[src/design/assert_macros.svh]
`ifndef ASSERT_MACROS_SVH
`define ASSERT_MACROS_SVH

// property that must hold at every clock edge outside reset
`define ASSERT_ALWAYS(lbl, clk, rst_n, expr) \
	lbl: assert property (@(posedge clk) disable iff (!(rst_n)) (expr)) \
		else $error("invariant violated");

// same-cycle implication outside reset
`define ASSERT_IMPLY(lbl, clk, rst_n, ante, cons) \
	lbl: assert property (@(posedge clk) disable iff (!(rst_n)) (ante) |-> (cons)) \
		else $error("implication violated");

`endif

[src/design/dats_pkg.sv]
package dats_pkg;

	localparam int CMD_ID_W     = 11;
	localparam int TIME_W       = 17;
	localparam int DUR_W        = 16;
	localparam int CFG_IDX_W    = 1;
	localparam int CFG_DATA_W   = 17;
	localparam int QDEPTH       = 4;
	localparam int QAW          = $clog2(QDEPTH);
	localparam int QCW          = $clog2(QDEPTH + 1);

	localparam logic [CMD_ID_W-1:0] COMMAND_ID_RST = 11'h100;
	localparam logic [TIME_W-1:0]   TIMEOUT_RST    = 17'd10000;
	localparam logic [TIME_W-1:0]   ELAPSED_MAX    = 17'h1FFFF;
	localparam logic [7:0]          START_MARK     = 8'hFF;
	localparam logic [7:0]          CODE_EXTEND    = 8'h01;
	localparam logic [7:0]          CODE_RETRACT   = 8'h02;
	localparam logic [1:0]          AWAKE_ALL      = 2'b11;
	localparam logic [1:0]          AWAKE_NONE     = 2'b00;

	typedef enum logic [CFG_IDX_W-1:0] {
		CFG_COMMAND_ID = 1'b0,
		CFG_TIMEOUT_MS = 1'b1
	} cfg_reg_t;

	typedef enum logic {
		KIND_FRAME = 1'b0,
		KIND_TICK  = 1'b1
	} kind_t;

	typedef enum logic [1:0] {
		DIR_STOP    = 2'd0,
		DIR_EXTEND  = 2'd1,
		DIR_RETRACT = 2'd2
	} dir_t;

	typedef enum logic [1:0] {
		ST_PREPARED = 2'd0,
		ST_MOVING   = 2'd1,
		ST_DONE     = 2'd2
	} status_t;

	typedef enum logic [1:0] {
		OP_IGNORE  = 2'd0,
		OP_PREPARE = 2'd1,
		OP_START   = 2'd2,
		OP_TICK    = 2'd3
	} op_t;

	typedef struct packed {
		op_t              op;
		dir_t             dir_one;
		dir_t             dir_two;
		logic [DUR_W-1:0] dur_one;
		logic [DUR_W-1:0] dur_two;
	} cmd_t;

	function automatic dir_t decode_dir(logic [7:0] b);
		dir_t d;
		if (b == CODE_EXTEND) d = DIR_EXTEND;
		else if (b == CODE_RETRACT) d = DIR_RETRACT;
		else d = DIR_STOP;
		return d;
	endfunction

	// {reverse, forward} pin pair for a direction
	function automatic logic [1:0] pins_for(dir_t d);
		logic [1:0] p;
		p = {d == DIR_RETRACT, d == DIR_EXTEND};
		return p;
	endfunction

endpackage

[src/design/dats_front.sv]
module dats_front (
	input  logic                           in_valid,
	output logic                           in_ready,
	input  logic                           kind,
	input  logic [dats_pkg::CMD_ID_W-1:0]  frame_id,
	input  logic                           frame_standard,
	input  logic                           frame_is_data,
	input  logic [7:0]                     byte0,
	input  logic [7:0]                     byte1,
	input  logic [7:0]                     byte2,
	input  logic [7:0]                     byte3,
	input  logic [7:0]                     byte4,
	input  logic [7:0]                     byte5,
	input  logic [dats_pkg::CMD_ID_W-1:0]  command_id,
	input  logic                           q_full,
	output logic                           push,
	output dats_pkg::cmd_t                 push_cmd
);
	import dats_pkg::*;

	logic is_cmd;

	assign in_ready = !q_full;
	assign push     = in_valid && !q_full;
	assign is_cmd   = frame_standard && frame_is_data && (frame_id == command_id);

	always_comb begin
		push_cmd.dir_one = decode_dir(byte0);
		push_cmd.dir_two = decode_dir(byte1);
		push_cmd.dur_one = {byte3, byte2};
		push_cmd.dur_two = {byte5, byte4};
		if (kind == KIND_TICK) begin
			push_cmd.op = OP_TICK;
		end else if (!is_cmd) begin
			push_cmd.op = OP_IGNORE;
		end else if (byte0 == START_MARK) begin
			push_cmd.op = OP_START;
		end else begin
			push_cmd.op = OP_PREPARE;
		end
	end

endmodule

[src/design/dats_queue.sv]
module dats_queue (
	input  logic           clk,
	input  logic           arst_n,
	input  logic           push,
	input  dats_pkg::cmd_t push_cmd,
	output logic           full,
	input  logic           pop,
	output logic           head_valid,
	output dats_pkg::cmd_t head_cmd
);
	import dats_pkg::*;

	cmd_t           entries_q [QDEPTH];
	logic [QAW-1:0] wr_ptr_q;
	logic [QAW-1:0] rd_ptr_q;
	logic [QCW-1:0] count_q;

	function automatic logic [QAW-1:0] ptr_next(logic [QAW-1:0] p);
		logic [QAW-1:0] n;
		if (p == QAW'(QDEPTH - 1)) n = '0;
		else n = p + QAW'(1);
		return n;
	endfunction

	assign full       = (count_q == QCW'(QDEPTH));
	assign head_valid = (count_q != '0);
	assign head_cmd   = entries_q[rd_ptr_q];

	always_ff @(posedge clk) begin
		if (push) begin
			entries_q[wr_ptr_q] <= push_cmd;
		end
	end

	always_ff @(posedge clk or negedge arst_n) begin
		if (!arst_n) begin
			wr_ptr_q <= '0;
			rd_ptr_q <= '0;
			count_q  <= '0;
		end else begin
			if (push) wr_ptr_q <= ptr_next(wr_ptr_q);
			if (pop) rd_ptr_q <= ptr_next(rd_ptr_q);
			if (push && !pop) count_q <= count_q + QCW'(1);
			else if (pop && !push) count_q <= count_q - QCW'(1);
		end
	end

endmodule

[src/design/dats_back.sv]
module dats_back (
	input  logic                          clk,
	input  logic                          arst_n,
	input  logic [dats_pkg::TIME_W-1:0]   timeout_ms,
	input  logic                          head_valid,
	input  dats_pkg::cmd_t                head_cmd,
	output logic                          pop,
	output logic                          out_valid,
	input  logic                          out_ready,
	output logic                          motor1_forward,
	output logic                          motor1_reverse,
	output logic                          motor2_forward,
	output logic                          motor2_reverse,
	output logic                          motor1_awake,
	output logic                          motor2_awake,
	output logic                          status_valid,
	output logic [1:0]                    status_code
);
	import dats_pkg::*;

	dir_t              dir_one_q, dir_one_d;
	dir_t              dir_two_q, dir_two_d;
	logic [DUR_W-1:0]  dur_one_q, dur_one_d;
	logic [DUR_W-1:0]  dur_two_q, dur_two_d;
	logic              armed_q, armed_d;
	logic              running_q, running_d;
	logic [TIME_W-1:0] elapsed_q, elapsed_d;
	logic [3:0]        pins_q, pins_d;
	logic [1:0]        awake_q, awake_d;
	logic              out_valid_q;
	logic              status_valid_q, status_valid_d;
	status_t           status_code_q, status_code_d;
	logic              done_one, done_two;

	// the state registers double as the output pins, so they advance only on pop
	assign pop = head_valid && (!out_valid_q || out_ready);

	always_comb begin
		dir_one_d      = dir_one_q;
		dir_two_d      = dir_two_q;
		dur_one_d      = dur_one_q;
		dur_two_d      = dur_two_q;
		armed_d        = armed_q;
		running_d      = running_q;
		elapsed_d      = elapsed_q;
		pins_d         = pins_q;
		awake_d        = awake_q;
		status_valid_d = 1'b0;
		status_code_d  = ST_PREPARED;
		done_one       = 1'b0;
		done_two       = 1'b0;
		case (head_cmd.op)
			OP_PREPARE: begin
				dir_one_d      = head_cmd.dir_one;
				dir_two_d      = head_cmd.dir_two;
				dur_one_d      = head_cmd.dur_one;
				dur_two_d      = head_cmd.dur_two;
				armed_d        = 1'b1;
				running_d      = 1'b0;
				status_valid_d = 1'b1;
				status_code_d  = ST_PREPARED;
			end
			OP_START: begin
				if (armed_q) begin
					pins_d         = {pins_for(dir_two_q), pins_for(dir_one_q)};
					status_valid_d = 1'b1;
					if (dur_one_q == '0 && dur_two_q == '0) begin
						awake_d       = AWAKE_NONE;
						armed_d       = 1'b0;
						running_d     = 1'b0;
						status_code_d = ST_DONE;
					end else begin
						awake_d       = AWAKE_ALL;
						elapsed_d     = '0;
						running_d     = 1'b1;
						status_code_d = ST_MOVING;
					end
				end
			end
			OP_TICK: begin
				if (running_q) begin
					if (elapsed_q != ELAPSED_MAX) elapsed_d = elapsed_q + TIME_W'(1);
					done_one = (elapsed_d >= {1'b0, dur_one_q});
					done_two = (elapsed_d >= {1'b0, dur_two_q});
					// a zero duration leaves its bridge driven but counts as done
					if (dur_one_q != '0 && done_one) pins_d[1:0] = 2'b00;
					if (dur_two_q != '0 && done_two) pins_d[3:2] = 2'b00;
					if ((done_one && done_two) || elapsed_d > timeout_ms) begin
						running_d      = 1'b0;
						armed_d        = 1'b0;
						awake_d        = AWAKE_NONE;
						status_valid_d = 1'b1;
						status_code_d  = ST_DONE;
					end
				end
			end
			default: begin
			end
		endcase
	end

	always_ff @(posedge clk or negedge arst_n) begin
		if (!arst_n) begin
			dir_one_q      <= DIR_STOP;
			dir_two_q      <= DIR_STOP;
			dur_one_q      <= '0;
			dur_two_q      <= '0;
			armed_q        <= 1'b0;
			running_q      <= 1'b0;
			elapsed_q      <= '0;
			pins_q         <= '0;
			awake_q        <= AWAKE_NONE;
			out_valid_q    <= 1'b0;
			status_valid_q <= 1'b0;
			status_code_q  <= ST_PREPARED;
		end else begin
			if (pop) begin
				dir_one_q      <= dir_one_d;
				dir_two_q      <= dir_two_d;
				dur_one_q      <= dur_one_d;
				dur_two_q      <= dur_two_d;
				armed_q        <= armed_d;
				running_q      <= running_d;
				elapsed_q      <= elapsed_d;
				pins_q         <= pins_d;
				awake_q        <= awake_d;
				status_valid_q <= status_valid_d;
				status_code_q  <= status_code_d;
				out_valid_q    <= 1'b1;
			end else if (out_ready) begin
				out_valid_q <= 1'b0;
			end
		end
	end

	assign out_valid      = out_valid_q;
	assign motor1_forward = pins_q[0];
	assign motor1_reverse = pins_q[1];
	assign motor2_forward = pins_q[2];
	assign motor2_reverse = pins_q[3];
	assign motor1_awake   = awake_q[0];
	assign motor2_awake   = awake_q[1];
	assign status_valid   = status_valid_q;
	assign status_code    = status_code_q;

	`include "assert_macros.svh"

	`ASSERT_IMPLY(a_run_armed, clk, arst_n, running_q, armed_q)
	`ASSERT_IMPLY(a_run_awake, clk, arst_n, running_q, awake_q == AWAKE_ALL)
	`ASSERT_ALWAYS(a_awake_pair, clk, arst_n, awake_q == AWAKE_ALL || awake_q == AWAKE_NONE)
	`ASSERT_IMPLY(a_code_quiet, clk, arst_n, out_valid_q && !status_valid_q, status_code_q == ST_PREPARED)

endmodule

[src/design/dual_actuator_timed_move_sequencer_unit.sv]
// two-motor timed move sequencer for a pair of h-bridge drivers
// input channel (in_valid/in_ready): one event per transfer, either a received
// frame (kind 0) or a one millisecond tick (kind 1); frames matching command_id
// as standard data frames are commands: byte0 0xff starts, anything else prepares
// output channel (out_valid/out_ready): exactly one result per input event,
// carrying bridge pin levels, driver awake levels and an optional status code
// config: cfg_we writes cfg_data into register cfg_index (0 command_id,
// 1 timeout_ms) in the same cycle; write only while no event is in flight
// latency: two cycles from input transfer to result when the output is free
// throughput: one event per cycle, set by the single-cycle update of the
// execution stage; a four-entry event queue separates classify from execute
// receiver stall: the output holds its result, the queue fills and in_ready
// drops after four further events
// reset: pins low, drivers asleep, not armed, command_id 0x100, timeout 10000
module dual_actuator_timed_move_sequencer_unit (
	input  logic                            clk,
	input  logic                            arst_n,
	input  logic                            cfg_we,
	input  logic [dats_pkg::CFG_IDX_W-1:0]  cfg_index,
	input  logic [dats_pkg::CFG_DATA_W-1:0] cfg_data,
	input  logic                            in_valid,
	output logic                            in_ready,
	input  logic                            kind,
	input  logic [dats_pkg::CMD_ID_W-1:0]   frame_id,
	input  logic                            frame_standard,
	input  logic                            frame_is_data,
	input  logic [7:0]                      byte0,
	input  logic [7:0]                      byte1,
	input  logic [7:0]                      byte2,
	input  logic [7:0]                      byte3,
	input  logic [7:0]                      byte4,
	input  logic [7:0]                      byte5,
	output logic                            out_valid,
	input  logic                            out_ready,
	output logic                            motor1_forward,
	output logic                            motor1_reverse,
	output logic                            motor2_forward,
	output logic                            motor2_reverse,
	output logic                            motor1_awake,
	output logic                            motor2_awake,
	output logic                            status_valid,
	output logic [1:0]                      status_code
);
	import dats_pkg::*;

	logic [CMD_ID_W-1:0] command_id_q;
	logic [TIME_W-1:0]   timeout_q;
	logic                q_full;
	logic                push;
	cmd_t                push_cmd;
	logic                pop;
	logic                head_valid;
	cmd_t                head_cmd;

	always_ff @(posedge clk or negedge arst_n) begin
		if (!arst_n) begin
			command_id_q <= COMMAND_ID_RST;
			timeout_q    <= TIMEOUT_RST;
		end else if (cfg_we) begin
			if (cfg_index == CFG_COMMAND_ID) command_id_q <= cfg_data[CMD_ID_W-1:0];
			if (cfg_index == CFG_TIMEOUT_MS) timeout_q <= cfg_data[TIME_W-1:0];
		end
	end

	dats_front u_front (
		.in_valid       (in_valid),
		.in_ready       (in_ready),
		.kind           (kind),
		.frame_id       (frame_id),
		.frame_standard (frame_standard),
		.frame_is_data  (frame_is_data),
		.byte0          (byte0),
		.byte1          (byte1),
		.byte2          (byte2),
		.byte3          (byte3),
		.byte4          (byte4),
		.byte5          (byte5),
		.command_id     (command_id_q),
		.q_full         (q_full),
		.push           (push),
		.push_cmd       (push_cmd)
	);

	dats_queue u_queue (
		.clk        (clk),
		.arst_n     (arst_n),
		.push       (push),
		.push_cmd   (push_cmd),
		.full       (q_full),
		.pop        (pop),
		.head_valid (head_valid),
		.head_cmd   (head_cmd)
	);

	dats_back u_back (
		.clk            (clk),
		.arst_n         (arst_n),
		.timeout_ms     (timeout_q),
		.head_valid     (head_valid),
		.head_cmd       (head_cmd),
		.pop            (pop),
		.out_valid      (out_valid),
		.out_ready      (out_ready),
		.motor1_forward (motor1_forward),
		.motor1_reverse (motor1_reverse),
		.motor2_forward (motor2_forward),
		.motor2_reverse (motor2_reverse),
		.motor1_awake   (motor1_awake),
		.motor2_awake   (motor2_awake),
		.status_valid   (status_valid),
		.status_code    (status_code)
	);

endmodule
[config.mk]
export PLATFORM = sky130hd
export DESIGN_NAME = dual_actuator_timed_move_sequencer_unit
export DESIGN_NICKNAME = d
export VERILOG_FILES = /design/src/design/dats_pkg.sv /design/src/design/dats_front.sv /design/src/design/dats_queue.sv /design/src/design/dats_back.sv /design/src/design/dual_actuator_timed_move_sequencer_unit.sv
export VERILOG_INCLUDE_DIRS = /design/src /design/src/design
export SDC_FILE = /design/constraint.sdc
export NUM_CORES = 1
export LEC_CHECK = 0
export ABC_AREA = 1
export ABC_CLOCK_PERIOD_IN_PS = 3800
export BUFFER_PORTS_ARGS = -buffer_cell sky130_fd_sc_hd__clkbuf_2
export CELL_PAD_IN_SITES_DETAIL_PLACEMENT = 1
export CELL_PAD_IN_SITES_GLOBAL_PLACEMENT = 2
export CORE_UTILIZATION = 39
export DETAILED_ROUTE_END_ITERATION = 7
export HOLD_SLACK_MARGIN = 0.12
export PLACE_DENSITY = 0.81
export SETUP_SLACK_MARGIN = 0.15
export SYNTH_ARGS = -nofsm -noshare
export SYNTH_HDL_FRONTEND = slang
export SYNTH_SLANG_ARGS = --single-unit
[constraint.sdc]
create_clock -name clk -period 3.8 [get_ports clk]
set_input_delay 0 -clock clk [delete_from_list [all_inputs] [get_ports clk]]
set_output_delay 0 -clock clk [all_outputs]
set_load 0.1 [all_outputs]
=== Word-level counts from Yosys, hierarchy flattened ===
Memories as Yosys holds them, arrays and structs flattened.
Index checks and enable logic that the tools add are counted.

* Input bits: 85
* Memory bits (writable): 152
* ROM bits: 0
* Latch bits: 0
* Memories: 1
* Register bits: 100

* Multipliers: 0
* Mux-type cells: 50
* Eq/ne operators: 23
* Bitwise operators: 1
* Add/subtract/negate cells: 5
* Reductions and logical operators: 34
* Shifts and indexed selects: 0
* Div/mod/pow operators: 0
* $lt $le $gt $ge: 3

{| class="wikitable"
|+ Memory list
! memory !! words !! bits a word !! rd ports !! clocked after Yosys merged registers in !! wr ports !! line !! text
|-
| u_queue.entries_q || 4 || 38 || 1 || 0 || 1 || dats_queue.sv:13 || <nowiki>cmd_t entries_q [QDEPTH];</nowiki>
|}

{| class="wikitable"
|+ Operators by type and width
! cell !! count
|-
| 17-bit 2-to-1 mux || 6
|-
| 2-bit 2-to-1 mux || 19
|-
| 17-bit by 16-bit >= comparator with 1-bit output || 2
|-
| 17-bit one-hot mux with 2 select lines || 1
|-
| 16-bit logical NOT || 2
|-
| 16-bit nonzero test || 2
|-
| 5-bit AND reduction || 4
|-
| 17-bit by 1-bit adder with 17-bit output (second input constant) || 1
|-
| 17-bit greater-than comparator || 1
|-
| 17-bit inequality test (second input constant) || 1
|-
| 8-bit by 1-bit equality test with 1-bit output (second input constant) || 2
|-
| 8-bit by 2-bit equality test with 1-bit output (second input constant) || 2
|-
| 1-bit 2-to-1 mux || 14
|-
| 2-bit equality test (second input constant) || 6
|-
| 11-bit equality test || 1
|-
| 1-bit logical AND || 10
|-
| 2-bit by 1-bit inequality test with 1-bit output (second input constant) || 5
|-
| 1-bit one-hot mux with 3 select lines || 3
|-
| 8-bit equality test (second input constant) || 1
|-
| 4-bit 2-to-1 mux || 2
|-
| 2-bit one-hot mux with 2 select lines || 2
|-
| 4-bit one-hot mux with 2 select lines || 1
|-
| 2-bit by 1-bit equality test with 1-bit output (second input constant) || 3
|-
| 3-bit 2-to-1 mux || 2
|-
| other kinds (13) || 23
|}

=== Longest topological paths before layout ===
Gate-level depths: netlist of run 1.

* Depth after elaboration: 10
* Gate-level depth with buffers: 30
* Depth with buffers taken out: 30

=== Cells and area by module ===
A second synthesis of run 1 with hierarchy kept.

* Cells, all modules: 1284
* Area total of the unflattened synthesis: 12462.0 um^2

{| class="wikitable"
|+ By module, submodules not included
! module !! times used !! cells an instance !! area an instance (um^2)
|-
| dats_queue || 1 || 496 || 6401.1
|-
| dats_back || 1 || 554 || 4324.1
|-
| dual_actuator_timed_move_sequencer_unit || 1 || 123 || 1153.6
|-
| dats_front || 1 || 111 || 583.1
|}

=== Worst setup path after synthesis of run 1 ===
OpenSTA, ideal clock, no wires.

* Path kind: reg2reg
* From: register u_queue.count_q[1]
* To: memory u_queue.entries_q[0][0] (netlist name) (enable)
* Required time: 3.367 ns
* Setup time: 0.433 ns
* Slack: 0.215 ns
* Buffers on the path: 0
* Stages on the path, launching flop included: 5
* Arrival time: 3.152 ns
* Cell sequence: dfrtp_1 > inv_1 > nand3_1 > nand2_1 > nor2_1

* Cells in the longest elaborated chain, start to end: 5

{| class="wikitable"
|+ Ends and longest elaborated chain
! what !! line !! text
|-
| start: declaration || dats_queue.sv:16 || <nowiki>logic [QCW-1:0] count_q;</nowiki>
|-
| start signal: assignment || dats_queue.sv:43 || <nowiki>if (push && !pop) count_q <= count_q + QCW'(1);</nowiki>
|-
| start signal: assignment || dats_queue.sv:44 || <nowiki>else if (pop && !push) count_q <= count_q - QCW'(1);</nowiki>
|-
| 3-bit equality test || dats_queue.sv:25 || <nowiki>assign full = (count_q == QCW'(QDEPTH));</nowiki>
|-
| 1-bit logical NOT || -- ||
|-
| named net in_ready || dual_actuator_timed_move_sequencer_unit.sv:22 || <nowiki>output logic in_ready,</nowiki>
|-
| 1-bit logical AND || dats_front.sv:24 || <nowiki>assign push = in_valid && !q_full;</nowiki>
|-
| 1-bit 2-to-1 mux || dats_queue.sv:30 || <nowiki>if (push) begin</nowiki>
|-
| 1-bit 2-to-1 mux (implied by the code) || dats_queue.sv:31 || <nowiki>entries_q[wr_ptr_q] <= push_cmd;</nowiki>
|-
| end: declaration || dats_queue.sv:13 ||
|}

The timed path passes the listed nets, and every way through them passes these cells.

=== Worst setup path in the final report of run 1 ===
* From: register u_back.elapsed_q[0]
* To: register u_back.status_valid_q (netlist: u_back.status_valid)

* Cells in the longest elaborated chain, start to end: 10
* Elaborated cells on any way between the ends: 13

{| class="wikitable"
|+ Ends and longest elaborated chain
! what !! line !! text
|-
| start: declaration || dats_back.sv:27 || <nowiki>logic [TIME_W-1:0] elapsed_q, elapsed_d;</nowiki>
|-
| start signal: assignment || dats_back.sv:124 || <nowiki>elapsed_q <= elapsed_d;</nowiki>
|-
| 17-bit by 1-bit adder with 17-bit output / 17-bit inequality test (equally long branches) || dats_back.sv:82 || <nowiki>if (elapsed_q != ELAPSED_MAX) elapsed_d = elapsed_q + TIME_W'(1);</nowiki>
|-
| 17-bit 2-to-1 mux * || dats_back.sv:82 ||
|-
| 17-bit 2-to-1 mux * || dats_back.sv:81 || <nowiki>if (running_q) begin</nowiki>
|-
| 17-bit 2-to-1 mux * || dats_back.sv:52 || <nowiki>case (head_cmd.op)</nowiki>
|-
| 17-bit by 16-bit >= comparator with 1-bit output (on tied branches) || dats_back.sv:83, dats_back.sv:84 ||
|-
| 1-bit logical AND || dats_back.sv:88 || <nowiki>if ((done_one && done_two) || elapsed_d > timeout_ms) begin</nowiki>
|-
| 1-bit logical OR * || dats_back.sv:88 ||
|-
| 1-bit 2-to-1 mux * || dats_back.sv:88 ||
|-
| 1-bit 2-to-1 mux * || dats_back.sv:81 ||
|-
| 1-bit one-hot mux with 3 select lines * || dats_back.sv:52 ||
|-
| end signal: assignment || dats_back.sv:127 || <nowiki>status_valid_q <= status_valid_d;</nowiki>
|-
| end: declaration || dats_back.sv:31 || <nowiki>logic status_valid_q, status_valid_d;</nowiki>
|}

Mark *: on every way between the ends. The rest lies on a longest branch, timed or not. The select of a mux whose other input is x is not followed.
A chain may end at the register's enable or synchronous reset.

==> impl_metrics.json, run 1 <==
{
  "place_hpwl_mm": 19.81,
  "critical_path.startpoint_type": "flop",
  "finalClockSkew_ns": 0.01493,
  "cp.required_ns": 4.20,
  "syn_area_mm2": 0.01165,
  "synth_area_leaders": "edfxtp_1 (39%), dfrtp_1 (20%), ha_1 (6.0%)",
  "worstPathArrival_ns": 3.85,
  "endpoint_kind": "flop",
  "cpMaxStageDelayCell": "o41ai_2",
  "yosysSeqAreaShare": 0.6050,
  "yosys.area.top_type": "edfxtp_1",
  "p_leak_nw": 6.299,
  "die_x_um": 174.9,
  "reg2reg_depth": 20,
  "hold_slack_ns": 0.1496,
  "overflow": 0,
  "rsz0062_at_grt": "true",
  "status": "completed",
  "finalHoldViolations": 0,
  "period_share": 0.9096,
  "report.final.slew_viol_count": 0,
  "row_count": 62,
  "place_ws_ns": 0.1468,
  "fmax_mhz": 289.3,
  "final_util": 0.4954,
  "hold_class": "in2async",
  "synthCells": 1135,
  "synth_seq_cells": 251,
  "cts_buffer_depth": 3,
  "synth_ff_type": "edfxtp_1",
  "setup-violations-final": 0,
  "synth-edff-count": 152,
  "cap_violations": 0,
  "power_density_mw_per_mm2": 717.2,
  "diodes": 0,
  "dieHeight_um": 174.9,
  "multi_input_area_mm2": 0.004070,
  "drt_wl_total_mm": 30.40,
  "ant_nets": 0,
  "r2r_setup_slack_ns": 0.34,
  "die_area_mm2": 0.03057,
  "design_area_mm2": 0.01437,
  "synth_most_common_cell": "nand2_1",
  "regArea_mm2": 0.007052,
  "numClockSinks": 251,
  "place_congestion": 0.8244,
  "finalCriticalPeriod_ns": 3.456,
  "cts-root-buf": "clkbuf_16",
  "numCtsBuffers": 27,
  "core-area_mm2": 0.02901,
  "max-slew-margin-rel": 0.3333,
  "syn_to_final_growth_pct": 23.35,
  "critPathKind": "reg2reg",
  "tightestPinTransition_ns": 1.000,
  "fill_cells": 3200,
  "syn-num-nets": 1277,
  "synth_cell_types": 47,
  "wire_per_inst_um": 17.68,
  "placed_cell_area_mm2": 0.01264,
  "synth_warnings": 0,
  "tns_ns": 0,
  "grt_use_total": 0.2018,
  "final_nets": 1456,
  "port_buffers": 95,
  "crit_path_cell_trace": "ha_2, nand2_1, inv_1, nand3_2, nor2_1, nand2_2, inv_2, nor2_4, nand2_4, nor2_4, nand3_4, xor2_4, buf_4, ha_4, nand4_1, o41ai_2, buf_4, nand3_2, nand2_1, nand3_1",
  "first_iter_violations": 412,
  "num_vias": 8592,
  "final_layout_size_suffix_gt1_frac": 0.1663,
  "vias_per_cell": 4.998,
  "clkTransAtPathRegs_ns": 0.06,
  "grt_pass1_vias": 9227,
  "grt_pass1_wl_mm": 48.63,
  "antenna_found_initial": 0,
  "slowest_delay_ns": 0.43,
  "worstPathMaxFanout": 6,
  "irDropWorstVdd_v": 0.0003980,
  "avgSynthCellArea_um2": 10.27,
  "synth_common_cells": "nand2_1 (158), nor2_1 (154), edfxtp_1 (152), inv_1 (147), o21ai_0 (113)",
  "start_util": 0.4016,
  "drtPass1Iterations": 4,
  "grt_max_degree": 73,
  "io_pins": 96,
  "synth_top_area_share": 0.3917,
  "setup_slack_ns": 0.3436,
  "h-tree-depth": 1,
  "drc": 0,
  "clkLatencyLatePin_ns": 0.55,
  "async_reset_ff_frac": 0.3944,
  "cts_tree": "built"
}
[path summary, 6_finish.rpt]
kind                                      from                   to
max in group asynchronous               arst_n         timeout_q[4]
min in group clk                        cfg_we      command_id_q[7]
min                                     arst_n  u_back.elapsed_q[2]
min reg2reg                    command_id_q[0]      command_id_q[0]
max reg2reg                u_back.elapsed_q[0]  u_back.status_valid
max                        u_back.elapsed_q[0]  u_back.status_valid
[state kept, by name (all words and copies together) (netlist names)]
register / flops
u_back.elapsed_q: 17
u_back.out_valid: 1
u_queue.wr_ptr_q: 2
u_back.status_code: 2
u_back.dur_one_q: 16
u_back.dur_two_q: 16
u_back.awake_q: 1
u_back.status_valid: 1
u_back.pins_q: 4
u_back.running_q: 1
u_queue.entries_q: 152
timeout_q: 17
command_id_q: 11
u_back.dir_two_q: 2
u_queue.rd_ptr_q: 2
u_queue.count_q: 3
u_back.dir_one_q: 2
u_back.armed_q: 1
[layout by cell type, fill, tap and decap left out, drive strengths merged, types with 49 or more instances in the layout]
| master | synthesis | final |
|---|---|---|
| a21oi | 60 | 60 |
| o21ai | 117 | 117 |
| clkbuf | 31 | 141 |
| dlygate4sd3 | 0 | 67 |
| dfrtp | 93 | 93 |
| inv | 153 | 154 |
| edfxtp | 152 | 152 |
| ha | 56 | 56 |
| nor2 | 156 | 156 |
| nand2 | 162 | 162 |
| o22ai | 49 | 49 |
[worst max-delay path, delay by kind of cell (launching register included)]
kind	cells	cell delay, ns
AND/OR/NAND/NOR	12	1.39
adder cells (fa/ha/maj)	2	0.46
buffers and inverters	4	0.44
AO/OA/AOI/OAI	1	0.43
flip-flops	1	0.40
XOR/XNOR	1	0.17
[timing repair]
item                       CTS  global route
setup buffers                0             6
resized for setup            1            28
pin swaps                    0             9
hold buffers                67             0
hold endpoints to repair   256             0
setup endpoints to repair    1             9
[report_power, final]
part           switching [mW]  internal, mW  total [mW]
sequential              0.332          3.62        3.96
combinational            2.68          1.16        3.84
clock                    1.08          1.43        2.51
[per-stage QoR]
stage,std cells,power [mW]
after floorplan,1135,6.568
after global placement,1596,7.680
after detailed placement,1596,7.807
after CTS,1713,10.40
after global routing,1719,11.01
final,1719,10.31
[cells by family after synthesis]
| group | share of synthesized area |
|---|---|
| mux | 0.003865 |
| xor+xnor | 0.01117 |
| fa+ha+maj | 0.06185 |
| compound gates | 0.1195 |
| buf+inv | 0.06400 |
| simple gates | 0.1347 |
| flops | 0.6050 |
[final cells by class]
class                   count  share of cell area
flip-flops and latches    251              0.4906
well taps                 384             0.03343
inverters                 153             0.03995
clock buffers              47             0.05571
repair buffers            189             0.09488
clock inverters             3            0.002263
multi-input cells         692              0.2832
[metal layers]
metal / global-route usage / vias up / routed length (µm)
li1: - / 4213 / -
met4: 0.05072 / 0 / 614
met5: 0 / - / 0
met1: 0.2719 / 4214 / 14250
met3: 0.02698 / 38 / 1014
met2: 0.3433 / 127 / 14520
No activity file was read; power rests on OpenSTA's default activity.
==> run 2, diff against run 1 <==
- PLACE_DENSITY: 0.81 -> 0.9
- RECOVER_POWER: unset -> 50
==> impl_metrics.json, run 2 (synthesis gave the netlist of run 1 again) <==
{
  "h-tree-depth": 1,
  "place_congestion": 0.8111,
  "clkLatencyLatePin_ns": 0.58,
  "cts-root-buf": "clkbuf_16",
  "core-area_mm2": 0.02901,
  "slowest_delay_ns": 0.40,
  "p_leak_nw": 6.213,
  "critPathKind": "reg2reg",
  "row_count": 62,
  "io_pins": 96,
  "place_hpwl_mm": 20.17,
  "syn_to_final_growth_pct": 22.65,
  "hold_class": "in2reg",
  "die_area_mm2": 0.03057,
  "overflow": 0,
  "swShare": 0.4000,
  "finalClockSkew_ns": 0.04324,
  "period_share": 0.8889,
  "place_ws_ns": 0.2879,
  "mostFrequentLayoutCell": "nand2_1",
  "finalHoldViolations": 0,
  "diodes": 0,
  "ant_nets": 0,
  "antenna_found_initial": 0,
  "path_delay_family": "simple AND/OR/NAND/NOR gates",
  "critical_path.startpoint_type": "flop",
  "endpoint_kind": "flop",
  "worstPathArrival_ns": 3.76,
  "final_layout_size_suffix_gt1_frac": 0.1425,
  "comb_power_share": 0.369,
  "cpMaxStageDelayCell": "dfrtp_1",
  "port_buffers": 95,
  "setup_slack_ns": 0.4223,
  "first_iter_violations": 461,
  "die_x_um": 174.9,
  "largest_register_ffs": 152,
  "irDropWorstVdd_v": 0.0004888,
  "dieHeight_um": 174.9,
  "drtPass1Iterations": 4,
  "grt_use_total": 0.2080,
  "p_switching_mw": 4.205,
  "top_register": "u_queue.entries_q",
  "power.clock.fraction": 0.256,
  "top_regs": "u_queue.entries_q: 152 flops, timeout_q: 17 flops, u_back.elapsed_q: 17 flops",
  "power_density_mw_per_mm2": 735.5,
  "fmax_mhz": 296.1,
  "cap_violations": 1,
  "worstPathMaxFanout": 7,
  "grt_pass1_vias": 9464,
  "drc": 0,
  "start_util": 0.4016,
  "power_frac_seq": 0.376,
  "numClockSinks": 251,
  "final_nets": 1453,
  "wire_per_inst_um": 18.13,
  "design_area_mm2": 0.01429,
  "max-slew-margin-rel": -0.07536,
  "num_vias": 8761,
  "tightestPinTransition_ns": 1.613,
  "tns_ns": 0,
  "status": "finished, violations left",
  "placed_cell_area_mm2": 0.01263,
  "cp.required_ns": 4.18,
  "cts_tree": "built",
  "rsz0062_at_grt": "false",
  "numCtsBuffers": 28,
  "vias_per_cell": 5.103,
  "p_int_mw": 6.307,
  "grt_max_degree": 73,
  "cpMostUsedCell": "nand2_1",
  "clkTransAtPathRegs_ns": 0.07,
  "finalCriticalPeriod_ns": 3.378,
  "setup-violations-final": 0,
  "cts_buffer_depth": 3,
  "mostFrequentLayoutCells": "nand2_1 (155), edfxtp_1 (152), inv_1 (147)",
  "path_buf_inv": 2,
  "drt_wl_total_mm": 31.14,
  "grt_pass1_wl_mm": 49.93,
  "report.final.slew_viol_count": 61,
  "failed_checks": "max-capacitance violations, max-slew violations"
}
==> run 2: changes by cell type in the layout (fill, tap and decap cells not counted), sizes merged <==
cell	previous run	this run
clkinv	1	10
clkbuf	141	133
buf	28	22
bufinv	0	2
clkinvlp	1	2
==> run 2: area by class of cell <==
| cell class | count | area [µm²] |
|---|---|---|
| Clock buffer | 37 | 754.5 |
| Clock inverter | 15 | 161.4 |
| Fill cell | 3246 | 14720 |
| Inverter | 153 | 574.3 |
| Multi-Input combinational cell | 692 | 3995 |
| Sequential cell | 251 | 7051 |
| Tap cell | 384 | 480.5 |
| Timing Repair Buffer | 185 | 1275 |
==> run 2: per-stage QoR <==
| step | utilization | power, mW | std cells | hold slack, ns |
|---|---|---|---|---|
| after floorplan | - | 6.568 | 1135 | -0.2956 |
| after global placement | 0.4354 | 7.596 | 1596 | 0.1586 |
| after detailed placement | 0.4354 | 7.774 | 1596 | 0.1569 |
| after CTS | 0.4900 | 10.56 | 1715 | 0.1253 |
| after global routing | 0.4926 | 11.17 | 1717 | 0.2063 |
| final | 0.4926 | 10.51 | 1717 | 0.1804 |
==> run 2: per-layer routing <==
metal	global-route usage	vias up	share of wire
li1	-	4196	-
met1	0.2603	4326	0.43
met2	0.3714	188	0.50
met3	0.03133	51	0.040
met4	0.05870	0	0.023
met5	0	-	0
==> run 2: path summary, 6_finish.rpt <==
kind                                       startpoint                       end  slack (ns)  cells past startpoint
min in group asynchronous                      arst_n       u_back.dur_one_q[2]        0.39                      2
worst min-delay path                    frame_is_data  u_queue.entries_q[2][37]        0.18                      5
worst min register to register  u_back.status_code[0]     u_back.status_code[0]        0.48                      2
worst max-delay path              u_back.elapsed_q[0]       u_back.status_valid        0.42                     26
max in group asynchronous                      arst_n         u_back.awake_q[0]        1.67                      3
worst max register to register    u_back.elapsed_q[0]       u_back.status_valid        0.42                     26
==> run 2: worst min-delay path, cell delays in order <==
cell       delay (ns)
clkbuf_2         0.08
nand2_1          0.04
a2111oi_0        0.06
nand4_1          0.19
o21ai_0          0.18
==> run 2: power by group through the flow <==
stage                     sequential (mW)  clock (mW)  combinational (mW)
after global placement               3.95           0                3.65
after detailed placement             3.98           0                3.79
after floorplan                      4.17           0                2.40
after CTS                            3.94        2.73                3.89
after global routing                 4.02        2.83                4.32
final                                3.95        2.69                3.87
==> run 2: timing repair <==
action | 4_1_cts | 5_1_grt
resized for setup | 0 | 26
hold endpoints to repair | 247 | 0
endpoints found under the setup margin | 0 | 9
hold buffers | 67 | 0
buffers inserted | 0 | 2
